[config.mk]
export PLATFORM = sky130hd
export DESIGN_NAME = url_percent_decoder
export DESIGN_NICKNAME = d
export VERILOG_FILES = /design/src/design/ulpd_pkg.sv /design/src/design/ulpd_front.sv /design/src/design/ulpd_queue.sv /design/src/design/ulpd_back.sv /design/src/design/url_percent_decoder.sv
export SDC_FILE = /design/constraint.sdc
export NUM_CORES = 1
export LEC_CHECK = 0
export BUFFER_PORTS_ARGS = -buffer_cell sky130_fd_sc_hd__buf_2
export CAP_MARGIN = 20
export CORE_ASPECT_RATIO = 0.7
export CORE_MARGIN = 5
export CORE_UTILIZATION = 50
export DETAILED_ROUTE_END_ITERATION = 16
export PLACE_DENSITY = 0.72
export SETUP_SLACK_MARGIN = 0.02
export SYNTH_ARGS = -nofsm -noshare
export SYNTH_HDL_FRONTEND = slang
export SYNTH_SLANG_ARGS = --single-unit
[constraint.sdc]
create_clock -name clk -period 7.2 [get_ports clk]
set_input_delay 0.72 -clock clk [delete_from_list [all_inputs] [get_ports clk]]
set_output_delay 0.72 -clock clk [all_outputs]
set_load 0.005 [all_outputs]
[src/design/ulpd_pkg.sv]
// shared types and constants for the url percent decoder
package ulpd_pkg;

  localparam logic [7:0] CH_PLUS    = 8'h2B;
  localparam logic [7:0] CH_SPACE   = 8'h20;
  localparam logic [7:0] CH_PERCENT = 8'h25;

  localparam logic [1:0] PH_IDLE   = 2'd0;
  localparam logic [1:0] PH_FIRST  = 2'd1;
  localparam logic [1:0] PH_SECOND = 2'd2;

  // one byte after classification
  typedef struct packed {
    logic [7:0] raw;
    logic       last;
    logic       is_hex;
    logic [3:0] hex_val;
    logic       is_pct;
    logic       is_plus;
  } cls_t;

endpackage

[src/design/ulpd_front.sv]
// front stage: accepts raw bytes, classifies them and registers the result
module ulpd_front
  import ulpd_pkg::*;
(
  input  logic       clk,
  input  logic       rst,
  input  logic       in_valid,
  output logic       in_ready,
  input  logic [7:0] in_byte,
  input  logic       in_last,
  output logic       cls_valid,
  input  logic       cls_ready,
  output cls_t       cls_data
);

  cls_t cls_next;

  always_comb begin
    cls_next         = '0;
    cls_next.raw     = in_byte;
    cls_next.last    = in_last;
    cls_next.is_pct  = (in_byte == CH_PERCENT);
    cls_next.is_plus = (in_byte == CH_PLUS);
    if (in_byte >= 8'h30 && in_byte <= 8'h39) begin
      cls_next.is_hex  = 1'b1;
      cls_next.hex_val = in_byte[3:0];
    end else if ((in_byte >= 8'h41 && in_byte <= 8'h46) ||
                 (in_byte >= 8'h61 && in_byte <= 8'h66)) begin
      cls_next.is_hex  = 1'b1;
      cls_next.hex_val = 4'(in_byte[2:0] + 3'd1) + 4'd8;
    end
  end

  assign in_ready = !cls_valid || cls_ready;

  always_ff @(posedge clk) begin
    if (rst) begin
      cls_valid <= 1'b0;
    end else if (in_ready) begin
      cls_valid <= in_valid;
    end
  end

  always_ff @(posedge clk) begin
    if (in_valid && in_ready) begin
      cls_data <= cls_next;
    end
  end

endmodule

[src/design/ulpd_queue.sv]
// two-entry queue between the classifier and the escape tracker
module ulpd_queue
  import ulpd_pkg::*;
(
  input  logic clk,
  input  logic rst,
  input  logic push_valid,
  output logic push_ready,
  input  cls_t push_data,
  output logic pop_valid,
  input  logic pop_ready,
  output cls_t pop_data
);

  localparam int unsigned Depth = 2;
  localparam int unsigned PtrW  = $clog2(Depth);
  localparam int unsigned CntW  = $clog2(Depth + 1);

  cls_t            mem [Depth];
  logic [PtrW-1:0] wr_ptr;
  logic [PtrW-1:0] rd_ptr;
  logic [CntW-1:0] count;
  logic            do_push;
  logic            do_pop;

  assign push_ready = (count != CntW'(Depth));
  assign pop_valid  = (count != '0);
  assign pop_data   = mem[rd_ptr];
  assign do_push    = push_valid && push_ready;
  assign do_pop     = pop_valid && pop_ready;

  always_ff @(posedge clk) begin
    if (do_push) begin
      mem[wr_ptr] <= push_data;
    end
  end

  always_ff @(posedge clk) begin
    if (rst) begin
      wr_ptr <= '0;
      rd_ptr <= '0;
      count  <= '0;
    end else begin
      if (do_push) begin
        wr_ptr <= (wr_ptr == PtrW'(Depth - 1)) ? '0 : wr_ptr + 1'b1;
      end
      if (do_pop) begin
        rd_ptr <= (rd_ptr == PtrW'(Depth - 1)) ? '0 : rd_ptr + 1'b1;
      end
      count <= count + CntW'(do_push) - CntW'(do_pop);
    end
  end

  a_count_bound: assert property (@(posedge clk) disable iff (rst)
    count <= CntW'(Depth))
    else $error("queue count beyond depth");

  a_no_pop_empty: assert property (@(posedge clk) disable iff (rst)
    (count == '0) |-> !do_pop)
    else $error("pop from empty queue");

  a_count_track: assert property (@(posedge clk) disable iff (rst)
    (do_push && !do_pop) |=> (count == $past(count) + 1'b1))
    else $error("queue count did not follow a push");

endmodule

[src/design/ulpd_back.sv]
// back stage: escape tracker and output register
module ulpd_back
  import ulpd_pkg::*;
(
  input  logic       clk,
  input  logic       rst,
  input  logic       cls_valid,
  output logic       cls_ready,
  input  cls_t       cls_data,
  output logic       out_valid,
  input  logic       out_ready,
  output logic [7:0] out_byte,
  output logic       out_last
);

  logic [1:0] phase;
  logic [3:0] high_nibble;
  logic       high_valid;
  logic [1:0] phase_next;
  logic [3:0] high_nibble_next;
  logic       high_valid_next;
  logic       emit;
  logic [7:0] res;
  logic       pop;

  always_comb begin
    phase_next       = PH_IDLE;
    high_nibble_next = high_nibble;
    high_valid_next  = high_valid;
    emit             = 1'b0;
    res              = '0;
    case (phase)
      PH_FIRST: begin
        high_valid_next  = cls_data.is_hex;
        high_nibble_next = cls_data.is_hex ? cls_data.hex_val : 4'd0;
        phase_next       = PH_SECOND;
        emit             = cls_data.last;
        res              = {4'd0, high_nibble_next};
      end
      PH_SECOND: begin
        emit = 1'b1;
        if (!high_valid) begin
          res = '0;
        end else if (cls_data.is_hex) begin
          res = {high_nibble, cls_data.hex_val};
        end else begin
          res = {4'd0, high_nibble};
        end
      end
      default: begin
        if (cls_data.is_pct) begin
          phase_next       = PH_FIRST;
          high_valid_next  = 1'b0;
          high_nibble_next = '0;
          emit             = cls_data.last;
        end else begin
          emit = 1'b1;
          res  = cls_data.is_plus ? CH_SPACE : cls_data.raw;
        end
      end
    endcase
    // end of string puts the tracker back to its reset state
    if (cls_data.last) begin
      phase_next       = PH_IDLE;
      high_valid_next  = 1'b0;
      high_nibble_next = '0;
    end
  end

  assign cls_ready = !emit || !out_valid || out_ready;
  assign pop       = cls_valid && cls_ready;

  always_ff @(posedge clk) begin
    if (rst) begin
      phase       <= PH_IDLE;
      high_nibble <= '0;
      high_valid  <= 1'b0;
      out_valid   <= 1'b0;
    end else begin
      if (pop) begin
        phase       <= phase_next;
        high_nibble <= high_nibble_next;
        high_valid  <= high_valid_next;
      end
      if (pop && emit) begin
        out_valid <= 1'b1;
      end else if (out_ready) begin
        out_valid <= 1'b0;
      end
    end
  end

  always_ff @(posedge clk) begin
    if (pop && emit) begin
      out_byte <= res;
      out_last <= cls_data.last;
    end
  end

  a_last_resets: assert property (@(posedge clk) disable iff (rst)
    (pop && cls_data.last) |=> (phase == PH_IDLE && !high_valid))
    else $error("tracker not idle after end of string");

  a_emit_shows: assert property (@(posedge clk) disable iff (rst)
    (pop && emit) |=> out_valid)
    else $error("emitted beat did not reach output");

  a_bad_escape_zero: assert property (@(posedge clk) disable iff (rst)
    (pop && phase == PH_SECOND && !high_valid) |=> (out_byte == 8'd0))
    else $error("escape without leading digit gave nonzero byte");

  a_no_overwrite: assert property (@(posedge clk) disable iff (rst)
    (out_valid && !out_ready) |-> !(pop && emit))
    else $error("output beat overwritten while stalled");

endmodule

[src/design/url_percent_decoder.sv]
// url percent decoder top level: classifier, queue and escape tracker
// a result passes the front register, a queue entry and the output register after its last input byte is accepted
// throughput: one input byte per cycle while the output is not stalled, set by the escape tracker
// a % and the digit after it emit no beat unless last, and pass the tracker even while output stalls
// rst is synchronous: clears the queue, the escape state and all valid flags
// after reset the block is idle and takes a new string at once
module url_percent_decoder
  import ulpd_pkg::*;
(
  input  logic       clk,
  input  logic       rst,
  input  logic       in_valid,
  output logic       in_ready,
  input  logic [7:0] in_byte,
  input  logic       in_last,
  output logic       out_valid,
  input  logic       out_ready,
  output logic [7:0] out_byte,
  output logic       out_last
);

  // classified beat leaving the front register
  logic f_valid;
  logic f_ready;
  cls_t f_data;

  // head of the queue feeding the tracker
  logic q_valid;
  logic q_ready;
  cls_t q_data;

  // front: accepts a byte and decodes hex digit, percent and plus flags
  ulpd_front u_front (
    .clk       (clk),
    .rst       (rst),
    .in_valid  (in_valid),
    .in_ready  (in_ready),
    .in_byte   (in_byte),
    .in_last   (in_last),
    .cls_valid (f_valid),
    .cls_ready (f_ready),
    .cls_data  (f_data)
  );

  // short queue so the front keeps taking bytes while the output is stalled, until the queue is full
  ulpd_queue u_queue (
    .clk        (clk),
    .rst        (rst),
    .push_valid (f_valid),
    .push_ready (f_ready),
    .push_data  (f_data),
    .pop_valid  (q_valid),
    .pop_ready  (q_ready),
    .pop_data   (q_data)
  );

  // back: three-phase escape tracker and registered output
  ulpd_back u_back (
    .clk       (clk),
    .rst       (rst),
    .cls_valid (q_valid),
    .cls_ready (q_ready),
    .cls_data  (q_data),
    .out_valid (out_valid),
    .out_ready (out_ready),
    .out_byte  (out_byte),
    .out_last  (out_last)
  );

endmodule
; ---- Word-level counts from Yosys, hierarchy flattened
; Memories as Yosys holds them, arrays and structs flattened. A register that Yosys moved wholly into a read port is not among the register bits.
; Cells that the tools add are included.
[totals]
memories = 1
ramBits = 32
register_bits = 38
wordCells = 80
input_bits = 13
[memory_table]
columns = name, depth, width, read_ports, rd_ports_with_merged_regs, wr, line
row1 = u_queue.mem, 2, 16, 1, 1, 1, ulpd_queue.sv:19  ; cls_t mem [Depth];
[classes]
n_addsub = 6
n_lt_le_gt_ge = 6
muxes = 27
n_eq_ne = 6
n_reduce_logical = 18
[op_table]
columns = op, n
row1 = 8-bit two-way mux, 4
row2 = "8-bit by 6-bit equality test with 1-bit output, second input constant", 2
row3 = "8-bit by 7-bit >= comparator with 1-bit output, second input constant", 2
row4 = "8-bit by 7-bit <= comparator with 1-bit output, second input constant", 2
row5 = 4-bit two-way mux, 4
row6 = 8-bit case mux with 2 select lines, 1
row7 = 1-bit two-way mux, 12
row8 = "8-bit by 6-bit >= comparator with 1-bit output, second input constant", 1
row9 = "8-bit by 6-bit <= comparator with 1-bit output, second input constant", 1
row10 = 4-bit case mux with 2 select lines, 1
row11 = 1-bit logical AND, 7
row12 = 5-bit two-way mux, 1
row13 = "3-bit by 1-bit adder with 4-bit output, second input constant", 1
row14 = "4-bit adder, second input constant", 1
row15 = 1-bit logical OR, 4
row16 = 1-bit case mux with 2 select lines, 2
row17 = 2-bit case mux with 2 select lines, 1
row18 = 2-bit nonzero test, 2
row19 = 1-bit logical NOT, 3
row20 = 3-bit AND reduction, 1
row21 = 3-bit nonzero test, 1
row22 = "1-bit adder, second input constant", 2
row23 = 2-bit by 1-bit adder with 2-bit output, 1
row24 = "2-bit by 1-bit equality test with 1-bit output, second input constant", 1
row25 = other kinds (5), 5

; ---- Longest topological paths before layout
; Gate-level depths: netlist (run 1).
[logic_depth]
ltp_word = 8
depth_mapped = 10
depth_no_buf = 9

; ---- By module
; From an unflattened synthesis (run 1), not the netlist that was laid out.
[hier_totals]
hier_cells = 201
hier_area_um2 = 2981.6
[modules_own_cells]
columns = mod, area_each_um2, n_inst, cells_each, seq_area_each_um2
row1 = ulpd_queue, 1408.9, 1, 79, 1061.0
row2 = ulpd_back, 810.8, 1, 73, 430.4
row3 = ulpd_front, 762.0, 1, 49, 500.5

; ---- Worst setup path after synthesis (run 1)
; No wires, ideal clock.
[synth_timing]
path_type = register to register
start = register u_back.phase[0]
end = register u_queue.count[1]
arrival_ns = 2.257
setup_slack_ns = 4.820
path_stages_with_launch = 11
path_buffers = 1
setup_ns = 0.123
required_time_ns = 7.077
synth_period_minus_slack_ns = 2.380
cell_sequence = dfxtp_1 inv_1 ha_1 buf_4 and4b_1 nor3b_2 a21oi_1 a31o_2 ha_1 nor2b_1 mux2_1
[synth_via]
elab_chain_len = 7
[synth_lines]
columns = item, line
row1 = from (decl), ulpd_back.sv:16  ; logic [1:0] phase;
row2 = from (signal assigned), ulpd_back.sv:81  ; phase <= phase_next;
row3 = 2-bit equality test / 2-bit by 1-bit equality test with 1-bit output (equally long branches), ulpd_back.sv:32  ; case (phase)
row4 = 1-bit case mux with 2 select lines *, ulpd_back.sv:32
row5 = 1-bit logical NOT *, ulpd_back.sv:70  ; assign cls_ready = !emit || !out_valid || out_ready;
row6 = 1-bit logical OR * (2 in a row), ulpd_back.sv:70
row7 = 1-bit logical AND *, ulpd_queue.sv:30  ; assign do_pop = pop_valid && pop_ready;
row8 = 2-bit by 1-bit subtractor with 2-bit output *, ulpd_queue.sv:50  ; count <= count + CntW'(do_push) - CntW'(do_pop);
row9 = to (signal assigned), ulpd_queue.sv:50
row10 = to (decl), ulpd_queue.sv:22  ; logic [CntW-1:0] count;
; Mark *: on every way between the ends. The rest lies on a longest branch, timed or not.
; A chain may end at the register's enable or synchronous reset.

==> results of run 1 <==
-- cell type report --
type                            instances  area [um^2]
Sequential cell                        71         1992
Fill cell                             462         2391
Clock inverter                          7        63.81
Clock buffer                            9        123.9
Multi-Input combinational cell        131        992.2
Inverter                                9        33.78
Timing Repair Buffer                   24        122.6
Tap cell                               75        93.84
-- synthesized netlist by cell type (2+ instances only) --
library cell / number
and3_1: 2
dfxtp_1: 14
nor3_1: 4
nor3b_1: 3
nor2_1: 11
nand2_1: 11
inv_1: 8
a22oi_1: 5
nand3b_1: 2
nor2b_1: 6
a21oi_1: 4
a32o_1: 4
edfxtp_1: 57
o22ai_1: 4
and2_1: 3
clkbuf_1: 2
a41oi_1: 2
buf_2: 2
o2bb2ai_1: 3
mux2_1: 3
nand2b_1: 10
a22o_1: 3
nor4b_1: 2
nand3_1: 4
ha_1: 8
or2_2: 2
nor4_1: 2
mux2i_1: 13
a21o_1: 2
-- state kept, by name, indices dropped and copies added (netlist names), 2 cells and up, named ones only --
name / flops
u_back.out_byte: 8
u_front.cls_data: 16
u_queue.count: 2
u_back.phase: 2
u_back.high_nibble: 4
u_queue.mem: 32
-- cells in the final DEF, fill, tap and decap left out, types with 8 or more instances in the layout --
master    netlist  final
edfxtp_1       57     57
buf_2           2     23
dfxtp_1        14     14
mux2i_1        13     13
nor2_1         11     11
nand2_1        11     11
nand2b_1       10     10
clkbuf_8        0      9
inv_1           8      8
ha_1            8      8
-- through the flow --
stage               utilization [%]  hold slack [ns]  instances  worst slack (ns)  area, um^2
finish                        58.87           0.4543        326             4.476        3422
global route                  58.87           0.4740        326             4.294        3422
CTS                           58.87           0.4514        326             4.481        3422
detailed placement            55.64           0.4343        310             4.501        3234
global placement              55.64           0.4248        310             4.581        3234
floorplan                         -           0.4215        217             4.820        3054
-- final timing paths --
path | end | slack [ns]
min | u_queue.mem[1][10]$_DFFE_PP_ | 0.45
min reg2reg | u_queue.mem[1][10]$_DFFE_PP_ | 0.45
max | u_queue.count[1]$_SDFF_PP0_ | 4.48
max reg2reg | u_queue.count[1]$_SDFF_PP0_ | 4.48
-- worst max-delay path: stages, from the launching register on --
cell,delay [ns]
dfxtp_1,0.91
mux2i_2,0.38
inv_2,0.08
a211o_4,0.39
a31o_2,0.24
ha_1,0.19
nor2b_1,0.13
mux2_1,0.29
-- power breakdown --
| part | switching [W] | leakage (nW) | internal [W] |
|---|---|---|---|
| clock | 0.000140 | 0.0941 | 0.000157 |
| combinational | 0.0000282 | 0.486 | 0.0000186 |
| sequential | 0.00000831 | 0.667 | 0.000457 |
| total | 0.000177 | 1.25 | 0.000633 |
-- kinds of logic after synthesis --
group | after synthesis | synth area share (%)
AOI/OAI and AO/OA | 40 | 11.10
xor gates and xnor gates | 1 | 0.2868
adders and majority gates | 8 | 3.277
buffers and inverters | 15 | 2.294
DFF | 71 | 65.22
muxes | 17 | 5.817
and+or+nand+nor | 65 | 12.00
-- metal layers --
layer | part of all wire (%) | GRT usage [%] | up-vias
li1 | - | - | 889
met2 | 42 | 21.54 | 47
met3 | 5.1 | 5.672 | 7
met1 | 52 | 22.08 | 850
met4 | 1.2 | 5.891 | 0
met5 | 0 | 0 | -
==> impl_metrics.json, run 1 <==
{
  "powerDensity_nw_per_um2": 236.6,
  "synth_area_leaders": "edfxtp_1 56%, dfxtp_1 9.2%, mux2i_1 4.3%, ha_1 3.3%, nand2b_1 2.0%",
  "yosysWarnings": 0,
  "cts-htree-levels": 3,
  "seq_area_frac_synth_pct": 65.22,
  "maxSlewViolCount": 0,
  "min_period_ns": 2.724,
  "total_power_w": 0.0008095,
  "synth_seq_cells": 71,
  "dp_hpwl_um": 3800,
  "holdPathStages": 0,
  "hold_buffers": 0,
  "syn-num-nets": 238,
  "grt_overflow": 0,
  "antennaDiodeCount": 0,
  "status": "complete, no violations",
  "route.vias.total": 1793,
  "synth_area_um2": 3054,
  "grt_pass1_vias": 1755,
  "grtUsageTotal_pct": 15.45,
  "io_pins": 24,
  "syn_inst": 217,
  "synth_cell_types": 50,
  "cts_made_buffers": 9,
  "synth-async-reset-ratio_pct": 0,
  "grt_pass1_wl_um": 8907,
  "clock_skew_ns": 0.006202,
  "rsz0062_at_grt": "false",
  "fin_crit_sh_pct": 37.83,
  "cts_tree": "built",
  "arrival_ns": 2.95,
  "vdd_drop_max_v": 0.00008819,
  "grt_max_degree": 24,
  "hold_path_class": "flip-flop to flip-flop",
  "fin_setup_tns_ns": 0,
  "criticalPathCategory": "flip-flop to flip-flop",
  "cp_max_fo": 23,
  "first_iter_violations": 79,
  "synth_flop_cell": "edfxtp_1",
  "cp.required_ns": 7.43,
  "cts.reportedPaths.clkPinSlew_ns": 0.07,
  "syn_to_final_growth_pct": 12.04,
  "die_w_um": 103.4,
  "timing.fmax_ghz": 0.3671,
  "gp_congestion": 0.9165,
  "synth_top_area_share_pct": 56.04,
  "nNetsFinal": 267,
  "fp.dieH_um": 75.39,
  "tightest_slew_ns": 0.8911,
  "leakagePower_nw": 1.247,
  "setup_viol": 0,
  "max_slew_margin_pct": 40.51,
  "cts_root_buffer": "clkbuf_8",
  "reg2reg_depth": 7,
  "cts_resized": 0,
  "antenna_found_initial": 0,
  "start_util_pct": 52.54,
  "routed_via_density": 5.500,
  "post_cts_buffers": 0,
  "drc": 0,
  "wire_per_inst_um": 16.08,
  "hold_viol": 0,
  "syn_avg_cell_area_um2": 14.07,
  "dr.pass1.iters": 6,
  "hold_path.startpoint": "u_front.cls_data[10]$_DFFE_PP_",
  "synth_area_leader_cell": "edfxtp_1",
  "critPathLaunchType": "flip-flop",
  "coreArea_um2": 5813,
  "totalWireLength_um": 5243,
  "die-area_um2": 7796,
  "row_count": 23,
  "drive_gt1_share_pct": 18.73,
  "worst_setup_path_end_kind": "flip-flop",
  "numClockSinks": 71,
  "cap_violations": 0,
  "cts_buffer_depth": 2,
  "synth-edff-count": 57,
  "clk_latency_ns": 0.34,
  "io_buffers": 23,
  "ant_nets": 0
}
Note: power is estimated with default switching activity, not from simulation.
==> inputs of run 2 (changes only) <==
- clock period: 7.2 -> 2.65 ns (I/O delays scaled with it)
==> impl_metrics.json, run 2 (same netlist as run 1, synthesis figures left out) <==
{
  "vdd_drop_max_v": 0.0002761,
  "swShare_pct": 22.24,
  "p_int_w": 0.001729,
  "fillerInstances": 472,
  "largest_reg_flops": 32,
  "grt_max_degree": 21,
  "r2r-end": "u_queue.count[1]$_SDFF_PP0_",
  "rsz0062_at_grt": "false",
  "io_pins": 24,
  "slowest_stage": "nor4bb_1",
  "fp.dieH_um": 75.39,
  "arrival_ns": 2.65,
  "cts.reportedPaths.clkPinSlew_ns": 0.08,
  "cts_buffer_depth": 2,
  "p_sw_w": 0.0004944,
  "top_register": "u_queue.mem",
  "hold_buffers": 0,
  "cap_violations": 0,
  "dr.pass1.iters": 4,
  "grt_pass1_wl_um": 9052,
  "clk_latency_ns": 0.34,
  "pre_cts_ws_ns": 0.2163,
  "dp_hpwl_um": 3767,
  "post_cts_buffers": 0,
  "totalWireLength_um": 5296,
  "status": "complete, no violations",
  "hold_path_end": "u_front.cls_data[7]$_DFFE_PP_",
  "first_iter_violations": 74,
  "critPathBufInv": 2,
  "criticalPathCategory": "flip-flop to flip-flop",
  "fin_setup_tns_ns": 0,
  "ff2ff_setup_slack_ns": 0.22,
  "die_w_um": 103.4,
  "die-area_um2": 7796,
  "gp_congestion": 0.9360,
  "antennaDiodeCount": 0,
  "row_count": 23,
  "hold_viol": 0,
  "fin_ws_ns": 0.2240,
  "grt_pass1_vias": 1793,
  "timing.fmax_ghz": 0.4122,
  "cp_max_fo": 3,
  "hold_path.startpoint": "in_last",
  "maxSlewViolCount": 0,
  "nNetsFinal": 270,
  "crit_family": "simple AND/OR/NAND/NOR gates",
  "cp.required_ns": 2.87,
  "p_clk_share_pct": 37.2,
  "route.vias.total": 1828,
  "worstReg2RegStart": "u_back.phase[0]$_SDFFE_PP0P_",
  "holdPathStages": 1,
  "start_util_pct": 52.54,
  "startpoint": "u_back.phase[0]$_SDFFE_PP0P_",
  "largestRegisters": "u_queue.mem x32, u_front.cls_data x16, u_back.out_byte x8",
  "coreArea_um2": 5813,
  "drc": 0,
  "worst_setup_path_end_kind": "flip-flop",
  "setup_viol": 0,
  "numClockSinks": 71,
  "combPwrFrac_pct": 6.1,
  "cts_made_buffers": 9,
  "p_seq_share_pct": 56.7,
  "antenna_found_initial": 0,
  "place_area_um2": 3257,
  "leakagePower_nw": 1.261,
  "tightest_slew_ns": 0.7128,
  "cts_resized": 0,
  "fin_crit_sh_pct": 91.55,
  "reg2reg_depth": 9,
  "routed_via_density": 5.556,
  "fin_area_um2": 3452,
  "critPathLaunchType": "flip-flop",
  "clock_skew_ns": 0.007106,
  "syn_to_final_growth_pct": 13.03,
  "powerDensity_nw_per_um2": 644.0,
  "hold_path_class": "input port to flip-flop",
  "final_common_cell": "edfxtp_1",
  "cpPeakStageDelay_ns": 0.45,
  "grtUsageTotal_pct": 15.69,
  "min_period_ns": 2.426,
  "io_buffers": 23,
  "cp_common_cell": "ha_1",
  "max_slew_margin_pct": 52.30,
  "cts_root_buffer": "clkbuf_8",
  "grt_overflow": 0,
  "cts_tree": "built",
  "crit_chain": "inv_1 > ha_1 > nor4bb_1 > nor3b_2 > buf_4 > a31o_2 > ha_1 > nor2b_1 > mux2_1",
  "wire_per_inst_um": 16.10,
  "final_cell_mix": "57 x edfxtp_1, 23 x buf_2, 14 x dfxtp_1",
  "drive_gt1_share_pct": 20.08,
  "cts-htree-levels": 3,
  "ant_nets": 0
}
[run 2: stage by stage]
stage / hold slack (ns) / std cells / util, % / power, W
final: 0.1030 / 329 / 59.38 / 0.002223
after global routing: 0.08654 / 329 / 59.38 / 0.002316
after CTS: 0.08491 / 329 / 59.38 / 0.002246
after detailed placement: 0.4337 / 313 / 56.03 / 0.001419
after global placement: 0.4254 / 313 / 56.03 / 0.001415
after floorplan: 0.3639 / 217 / - / 0.001369
[run 2: worst reg2reg max path, stage by stage (launching register included)]
cell	delay [ns]
dfxtp_1	0.36
inv_1	0.07
ha_1	0.32
nor4bb_1	0.45
nor3b_2	0.10
buf_4	0.17
a31o_2	0.24
ha_1	0.18
nor2b_1	0.12
mux2_1	0.31
[run 2: layout make-up]
cell class	count	area (um^2)	share of cell area, %
flip-flops and latches	71	1992	57.70
clock buffers	9	123.9	3.588
clock inverters	7	71.32	2.066
inverters	9	33.78	0.9786
repair buffers	27	145.1	4.204
well taps	75	93.84	2.718
multi-input cells	131	992.2	28.74
[run 2: layer usage]
metal / GRT usage [%] / vias to the layer above / share of wire (%)
li1: - / 896 / -
met5: 0 / - / 0
met3: 5.306 / 5 / 5.5
met2: 22.60 / 52 / 43
met1: 22.45 / 875 / 51
met4: 5.172 / 0 / 0.81
[run 2: how the worst max path moves through the flow]
stage / to / slack, ns / depth (start not counted)
6_report: u_queue.count[1]$_SDFF_PP0_ / 0.22 / 9
5_1_grt: u_queue.count[1]$_SDFF_PP0_ / 0.03 / 9
4_1_cts: u_queue.count[1]$_SDFF_PP0_ / 0.22 / 9
3_5_place_dp: u_queue.count[1]$_SDFF_PP0_ / 0.22 / 9
3_3_place_gp: u_queue.count[1]$_SDFF_PP0_ / 0.33 / 9
2_1_floorplan: u_queue.count[1]$_SDFF_PP0_ / 0.27 / 10
[run 2: power by group through the flow]
stage | Clock, W | Sequential, W | Combinational (W)
2_1_floorplan | 0 | 0.00128 | 0.0000899
4_1_cts | 0.000850 | 0.00126 | 0.000136
6_report | 0.000827 | 0.00126 | 0.000136
3_3_place_gp | 0 | 0.00128 | 0.000133
5_1_grt | 0.000901 | 0.00126 | 0.000151
3_5_place_dp | 0 | 0.00128 | 0.000135
==> inputs of run 3 (changes only) <==
- RECOVER_POWER: unset -> 25
==> impl_metrics.json, run 3 (same netlist as run 1, synthesis figures left out) <==
{
  "status": "complete, no violations",
  "wl_met2_um": 2248,
  "hold_buffers": 0,
  "clock_skew_ns": 0.007106,
  "pre_cts_ws_ns": 0.2163,
  "cp.required_ns": 2.88,
  "setup_viol": 0,
  "die_w_um": 103.4,
  "top_register": "u_queue.mem",
  "grtUsageTotal_pct": 15.69,
  "nNetsFinal": 270,
  "powerDensity_nw_per_um2": 645.7,
  "hold_path_class": "input port to flip-flop",
  "fin_crit_sh_pct": 91.63,
  "cts_resized": 0,
  "post_cts_buffers": 0,
  "io_pins": 24,
  "row_count": 23,
  "arrival_ns": 2.65,
  "largest_reg_flops": 32,
  "reg2reg_depth": 9,
  "min_period_ns": 2.428,
  "start_util_pct": 52.54,
  "die-area_um2": 7796,
  "final_cell_mix": "57 x edfxtp_1, 15 x buf_2, 14 x dfxtp_1",
  "dp_hpwl_um": 3767,
  "io_buffers": 23,
  "cts_buffer_depth": 2,
  "wire_per_inst_um": 16.12,
  "multi_input_area_um2": 992.2,
  "routed_via_density": 5.556,
  "grt_pass1_wl_um": 9052,
  "fp.dieH_um": 75.39,
  "gp_congestion": 0.9360,
  "drc": 0,
  "endpoint": "u_queue.count[1]$_SDFF_PP0_",
  "grt_max_degree": 21,
  "clk_latency_ns": 0.34,
  "worstReg2RegStart": "u_back.phase[0]$_SDFFE_PP0P_",
  "dr.pass1.iters": 4,
  "tightest_slew_ns": 0.7087,
  "critPathLaunchType": "flip-flop",
  "timing.fmax_ghz": 0.4118,
  "largestRegisters": "u_queue.mem x32, u_front.cls_data x16, u_back.out_byte x8",
  "coreArea_um2": 5813,
  "route.vias.total": 1828,
  "wl_met1_um": 2703,
  "route.met3.wl_um": 291,
  "r2r-end": "u_queue.count[1]$_SDFF_PP0_",
  "startpoint": "u_back.phase[0]$_SDFFE_PP0P_",
  "final_common_cell": "edfxtp_1",
  "cts_made_buffers": 9,
  "ff2ff_setup_slack_ns": 0.22,
  "max_slew_margin_pct": 52.58,
  "cts.reportedPaths.clkPinSlew_ns": 0.08,
  "worst_setup_path_end_kind": "flip-flop",
  "syn_to_final_growth_pct": 12.70,
  "antenna_found_initial": 0,
  "maxSlewViolCount": 0,
  "cts_root_buffer": "clkbuf_8",
  "hold_viol": 0,
  "numClockSinks": 71,
  "fillerInstances": 474,
  "dp_cells": 313,
  "highest_layer": "met4",
  "ant_nets": 0,
  "fin_setup_tns_ns": 0,
  "cts_tree": "built",
  "rsz0062_at_grt": "false",
  "leakagePower_nw": 1.239,
  "antennaDiodeCount": 0,
  "first_iter_violations": 74,
  "cap_violations": 0,
  "stdcell_count": 329,
  "vdd_drop_max_v": 0.0002742,
  "seq_area_um2": 1992,
  "drive_gt1_share_pct": 16.93,
  "totalWireLength_um": 5303,
  "cp_max_fo": 3,
  "fin_ws_ns": 0.2217,
  "cts-htree-levels": 3,
  "grt_overflow": 0,
  "criticalPathCategory": "flip-flop to flip-flop",
  "grt_pass1_vias": 1793
}
run 3: cell types whose count changed in the layout (fill, tap and decap cells not counted):
| cell | delta |
|---|---|
| clkbuf_1 | +8 |
| buf_2 | -8 |
run 3: power breakdown:
part	switching, W	internal [W]
Sequential	0.0000172	0.00124
Clock	0.000395	0.000434
Combinational	0.0000836	0.0000503
run 3: layer usage:
layer | vias to the layer above | global-route usage, %
met3 | 4 | 5.306
met4 | 0 | 5.172
li1 | 894 | -
met5 | - | 0
met2 | 49 | 22.60
met1 | 881 | 22.45
run 3: worst min path at each step:
stage                                        from                             end  slack, ns  depth (start not counted)
detailed placement  u_front.cls_data[9]$_DFFE_PP_     u_queue.mem[0][9]$_DFFE_PP_       0.43                          0
floorplan                              in_byte[2]  u_front.cls_data[10]$_DFFE_PP_       0.36                          0
global route                              in_last   u_front.cls_data[7]$_DFFE_PP_       0.09                          1
CTS                                       in_last   u_front.cls_data[7]$_DFFE_PP_       0.08                          1
finish                                    in_last   u_front.cls_data[7]$_DFFE_PP_       0.10                          1
global placement    u_front.cls_data[8]$_DFFE_PP_     u_queue.mem[0][8]$_DFFE_PP_       0.43                          0
run 3: per-stage QoR:
stage | area, um^2 | hold WS [ns] | utilization, % | total power, W
CTS | 3452 | 0.08491 | 59.38 | 0.002246
finish | 3442 | 0.1012 | 59.21 | 0.002223
detailed placement | 3257 | 0.4337 | 56.03 | 0.001419
global route | 3442 | 0.08654 | 59.21 | 0.002314
floorplan | 3054 | 0.3639 | - | 0.001369
global placement | 3257 | 0.4254 | 56.03 | 0.001415
run 3: worst max-delay path, cell delays in order (launching register included):
cell and delay [ns]:
dfxtp_1 0.36, inv_1 0.07, ha_1 0.32, nor4bb_1 0.45, nor3b_2 0.10, buf_4 0.17
a31o_2 0.24, ha_1 0.18, nor2b_1 0.12, mux2_1 0.31
run 3: area by class of cell:
type	instances	area share, %
inverters	9	0.9815
repair buffers	27	3.926
multi-input cells	131	28.83
flip-flops and latches	71	57.87
clock inverters	7	2.072
clock buffers	9	3.599
well taps	75	2.726
